--- config.mk ---
export PLATFORM = sky130hd
export DESIGN_NAME = tct_ctrl
export DESIGN_NICKNAME = d
export VERILOG_FILES = /design/src/rtl/core/tct_pkg.sv /design/src/rtl/core/tct_ctrl.sv
export SDC_FILE = /design/constraint.sdc
export NUM_CORES = 1
export LEC_CHECK = 0
export ABC_AREA = 1
export BUFFER_PORTS_ARGS = -buffer_cell sky130_fd_sc_hd__buf_4
export CORE_AREA = 5 5 42 44
export DETAILED_ROUTE_END_ITERATION = 10
export DIE_AREA = 0 0 47 49
export PLACE_DENSITY = 0.39
export SYNTH_ARGS = -nofsm -noshare
export SYNTH_HDL_FRONTEND = slang
export SYNTH_SLANG_ARGS = --single-unit
--- constraint.sdc ---
create_clock -name clk -period 1.5 [get_ports clk]
set_input_delay 0.3 -clock clk [delete_from_list [all_inputs] [get_ports clk]]
set_output_delay 0.3 -clock clk [all_outputs]
set_load 0.01 [all_outputs]
--- src/rtl/core/tct_pkg.sv ---
`timescale 1ns / 1ps
// ----------------------------------------------------------------------------
// tct_pkg: shared types and constants of the TCP connection tracker
// Flow phases, event codes, table entry layouts and the control bundles
// between controller and datapath.
// ----------------------------------------------------------------------------
package tct_pkg;

	localparam int FLOW_ENTRIES_DEF = 64;
	localparam int PAIR_ENTRIES_DEF = 64;

	localparam int CNT_W = 7;
	localparam logic [CNT_W-1:0] CNT_MAX = 7'd127;

	// flow phases
	localparam logic [1:0] PH_SYN    = 2'd0;
	localparam logic [1:0] PH_SYNACK = 2'd1;
	localparam logic [1:0] PH_EST    = 2'd2;
	localparam logic [1:0] PH_FINACK = 2'd3;

	// result event codes
	localparam logic [2:0] EV_NONE  = 3'd0;
	localparam logic [2:0] EV_ADDED = 3'd1;
	localparam logic [2:0] EV_EST   = 3'd2;
	localparam logic [2:0] EV_REL   = 3'd3;
	localparam logic [2:0] EV_RESET = 3'd4;
	localparam logic [2:0] EV_IGN   = 3'd5;

	typedef struct packed {
		logic [31:0] server_ip;
		logic [31:0] client_ip;
		logic [15:0] server_port;
		logic [15:0] client_port;
		logic [1:0]  phase;
	} flow_ent_t;

	typedef struct packed {
		logic [31:0]      server_ip;
		logic [31:0]      client_ip;
		logic [CNT_W-1:0] count;
	} pair_ent_t;

	// controller -> datapath
	typedef struct packed {
		logic load;
		logic fstep;
		logic fapply;
		logic pstep;
		logic papply;
	} tct_cmd_t;

	// datapath -> controller
	typedef struct packed {
		logic fdone;
		logic pdone;
		logic need_pair;
	} tct_sts_t;

endpackage

--- src/rtl/core/tct_ctrl.sv ---
`timescale 1ns / 1ps
// ----------------------------------------------------------------------------
// tct_ctrl: request sequencer
// Steps one request through flow scan and update (packets), pair scan and
// update (queries, counter changes) and the one-cycle result strobe.
// ----------------------------------------------------------------------------
module tct_ctrl (
	input  logic              clk,
	input  logic              arst_n,
	input  logic              start,
	input  logic              op,
	input  tct_pkg::tct_sts_t sts,
	output tct_pkg::tct_cmd_t cmd,
	output logic              busy,
	output logic              done
);

	localparam logic [2:0] S_IDLE   = 3'd0;
	localparam logic [2:0] S_FSCAN  = 3'd1;
	localparam logic [2:0] S_FAPPLY = 3'd2;
	localparam logic [2:0] S_PSCAN  = 3'd3;
	localparam logic [2:0] S_PAPPLY = 3'd4;
	localparam logic [2:0] S_DONE   = 3'd5;

	logic [2:0] state_q, state_d;

	// next state and commands
	always_comb begin
		state_d = state_q;
		cmd     = '0;
		unique case (state_q)
			S_IDLE: begin
				if (start) begin
					cmd.load = 1'b1;
					state_d  = op ? S_PSCAN : S_FSCAN;
				end
			end
			S_FSCAN: begin
				cmd.fstep = 1'b1;
				if (sts.fdone) state_d = S_FAPPLY;
			end
			S_FAPPLY: begin
				cmd.fapply = 1'b1;
				state_d    = sts.need_pair ? S_PSCAN : S_DONE;
			end
			S_PSCAN: begin
				cmd.pstep = 1'b1;
				if (sts.pdone) state_d = S_PAPPLY;
			end
			S_PAPPLY: begin
				cmd.papply = 1'b1;
				state_d    = S_DONE;
			end
			S_DONE: begin
				state_d = S_IDLE;
			end
			default: begin
				state_d = S_IDLE;
			end
		endcase
	end

	always_ff @(posedge clk or negedge arst_n) begin
		if (!arst_n) state_q <= S_IDLE;
		else         state_q <= state_d;
	end

	assign busy = (state_q != S_IDLE);
	assign done = (state_q == S_DONE);

endmodule

Word-level counts from Yosys, hierarchy flattened
Index checks and enable logic that the tools add are counted.
{"block": "classes", "div_mod_pow": 0, "reduce_logical": 3, "order_cmp": 0, "add_sub_neg": 0, "mux": 12, "mul": 0, "n_shift": 0, "n_bitwise": 0, "n_eq_ne": 8}
{"cell": "one-hot mux 3 bit (5 select lines)", "count": 1}
{"cell": "2-to-1 mux 3 bit", "count": 4}
{"cell": "== test 3 x 2 -> 1 bit, second input constant", "count": 2}
{"cell": "== test 3 bit, second input constant", "count": 2}
{"cell": "2-to-1 mux 1 bit", "count": 6}
{"cell": "!= test 2 bit, second input constant", "count": 3}
{"cell": "== test 3 x 1 -> 1 bit, second input constant", "count": 1}
{"cell": "zero test 3 bit", "count": 1}
{"cell": "AND reduction 3 bit", "count": 1}
{"cell": "nonzero test 3 bit", "count": 1}
{"cell": "2-to-1 mux 2 bit", "count": 1}
{"block": "totals", "word_cells": 24, "latchBits": 0, "output_inout_bits": 7, "ramBits": 0, "romBits": 0, "input_bits": 7, "n_memories": 0, "register_bits": 3}

Longest topological paths before layout
{"block": "logic_depth", "ltp_word": 3, "mapped_depth": 6, "depth_no_buf": 6}

Worst setup path before layout
OpenSTA, ideal clock, no wires.
{"block": "synth_timing", "path_kind": "reg2out", "startpoint": "reg state_q[0]", "endpoint": "out cmd[4] in the netlist's numbering", "required_time_ps": 1200, "setup_slack_ps": 327, "t_arrival_ps": 873, "stages_incl_launch_ff": 4, "n_path_buf": 0, "cell_sequence": "dfrtp_1 nor2_1 nand2_1 nor2_1"}
{"element": "start, declared", "line_no": "tct_ctrl.sv:25", "source": "logic [2:0] state_q, state_d;"}
{"element": "start signal, assigned", "line_no": "tct_ctrl.sv:65", "source": "else state_q <= state_d;"}
{"element": "end, declared", "line_no": "tct_ctrl.sv:13", "source": "output tct_pkg::tct_cmd_t cmd,"}

==> impl_metrics.toml <==
[clock_network]
cts_num_sinks = 3
cts_buffers = 3
cts_tree = "done"
clkSlewWorstSetupHoldPaths_ns = 0.04
clockRootBuffer = "clkbuf_4"
h-tree-depth = 1
clk_latency_ns = 0.23
cts_buffer_depth = 2
postCtsSetupBuffers = 0

[sta]
fin_ws_ns = 0.09756
rsz0062_at_grt = "yes"
maxSlewViolCount = 0
worstMarginPinSlew_ns = 0.2611
finalCritPeriodShare_pct = 93.50
relSlewSlack_pct = 82.50
fmaxAchievable_mhz = 713.0
min_period_ns = 1.402
hold_viol = 0
finalSetupViolations = 0
tns_ns = 0
skew_ns = 0.0007829

[finish]
syn_to_final_growth_pct = 67.72
largest_reg_flops = 3
utilization_pct = 28.30
design_area_sq_um = 396.6
diodes = 0
top_regs = "state_q (3)"
max_flop_register = "state_q"
drive_above_1_share_pct = 42.11
nNetsFinal = 65

[place]
gp_congestion = 0.6372
dpl_worst_slack_ns = 0.2913
placed_area_sq_um = 354.1
io_buffers = 13
dp_hpwl_um = 519.3

[routing]
ant_nets = 0
wl_per_cell_um = 8.521
drc = 0
vias_per_cell = 3.932
vias = 287
drt_iter0_drc = 3
routed_wl_um = 622
first_pass_iters = 2

[synth]
synth_edf_count = 0
synth_top_family_by_area = "simple AND/OR/NAND/NOR gates"
synth_compound_area_share_pct = 7.407
synthXorXnorAreaFrac_pct = 0
synthTopCellsByArea = "dfrtp_1 (32%), nor2_1 (17%), inv_1 (11%)"
ys_warn_count = 0
yosysTopAreaCellShare_pct = 31.75
ys_seq_area_share_pct = 31.75
syn_avg_cell_area_sq_um = 6.064
syn_nets = 46
synth-simple-area-share_pct = 44.97
synthAdderAreaFrac_pct = 0
synth_most_common_cell = "nor2_1"
synth_ff_type = "dfrtp_1"
synth_mux_area_share_pct = 0
synth_seq_cells = 3
syn_inst = 39
synth_cell_types = 12
ys_async_sr_fraction_pct = 100.0
yosys.area.top_type = "dfrtp_1"
synthTopCellsByCount = "nor2_1 (11), inv_1 (7), nand2_1 (5), dfrtp_1 (3), inv_2 (3)"
synth_area_sq_um = 236.5

[floorplan]
fp.coreArea_sq_um = 1401
die_h_um = 49
rows = 14
initial_core_util_pct = 16.88
die_x_um = 47
dieArea_sq_um = 2303
pin_count = 14

[grt]
globalRouteTotalUtil_pct = 6.568
antenna_found_initial = 0
grt_max_degree = 9
grt_pass1_vias = 288
grt_overflow = 0
grt_first_pass_wirelength_mm = 1.069

[pwr]
switching_share_pct = 45.01
pwr-share-clk_pct = 18.6
p_int_mw = 0.4184
peakVddDrop_mv = 0.7330
pwr-share-seq_pct = 23.6
leakagePower_nw = 0.2303
combPwrFrac_pct = 57.8
powerDensity_nw_per_um2 = 1918
p_switching_mw = 0.3424
total_power_mw = 0.7608

[hold_path]
min_path_type = "primary input to async pin"

[run_status]
status = "complete, no violations"

[worst_setup_path]
endpoint_kind = "primary output"
reg2reg_to = "state_q[0]"
crit_type = "flop to primary output"
r2r_setup_slack_ns = 0.45
critPathMaxFanout = 7
reg2reg_from = "state_q[2]"
crit_required_ns = 1.20
r2r_cells = 5
setup.worst_path.start_class = "flop"
arrival_ns = 1.10

[run]
maxCapViolCount = 0
cells by family after synthesis:
| logic type | Yosys count |
|---|---|
| AND/OR/NAND/NOR | 23 |
| AO/OA/AOI/OAI | 3 |
| buffers and inverters | 10 |
| flip-flops | 3 |
per-layer routing:
| metal | vias to the layer above | GRT usage (%) | wire [um] |
|---|---|---|---|
| li1 | 156 | - | - |
| met1 | 123 | 7.317 | 250 |
| met2 | 8 | 9.729 | 306 |
| met3 | 0 | 1.845 | 65 |
| met4 | 0 | 5.530 | 0 |
| met5 | - | 0 | 0 |
layout make-up:
| type | instances | area (sq um) |
|---|---|---|
| repair buffers | 14 | 107.6 |
| fillers | 168 | 1005 |
| clock buffers | 4 | 26.28 |
| flip-flops and latches | 3 | 76.32 |
| inverters | 10 | 37.54 |
| well taps | 16 | 20.02 |
| multi-input cells | 26 | 128.9 |
worst max path at each step:
stage,slack [ns],startpoint,to
2_1_floorplan,0.33,state_q[0],cmd[4]
3_3_place_gp,0.30,state_q[0],cmd[0]
3_5_place_dp,0.29,state_q[0],cmd[4]
4_1_cts,0.04,state_q[0],cmd[4]
5_1_grt,-0.005,state_q[0],cmd[4]
6_report,0.1,state_q[0],cmd[4]
worst max-delay path, cell delays in order (launching register included):
cell     delay (ns)
dfrtp_2        0.44
nor2_2         0.13
nand2_1        0.09
nor2_1         0.09
buf_4          0.12
through the flow:
stage / hold slack (ns) / cells
2_1_floorplan: 0.004409 / 39
4_1_cts: 0.3795 / 73
6_report: 0.3906 / 73
5_1_grt: 0.3964 / 73
3_3_place_gp: 0.09380 / 68
3_5_place_dp: 0.09063 / 68
power groups by stage:
stage	clock (mW)	sequential [mW]	combinational, mW
after floorplan	0	0.161	0.276
after global placement	0	0.175	0.449
after detailed placement	0	0.171	0.441
after CTS	0.151	0.170	0.445
after global routing	0.151	0.188	0.511
final	0.141	0.180	0.440
timing repair:
action / in CTS / in global routing
hold endpoints to repair: 3 / 0
gates resized for setup: 0 / 3
endpoints found under the setup margin: 0 / 3
hold buffers: 1 / 0
cells in the final DEF (no fill, tap or decap), types with 2 or more instances in the layout:
cell / instances
dfrtp_1: 2
buf_4: 13
nand3_1: 2
nor3_1: 2
clkbuf_4: 3
inv_2: 3
nor2_1: 10
inv_1: 7
nand2_1: 4
nor3_2: 2
(Power assumes the default switching activity.)
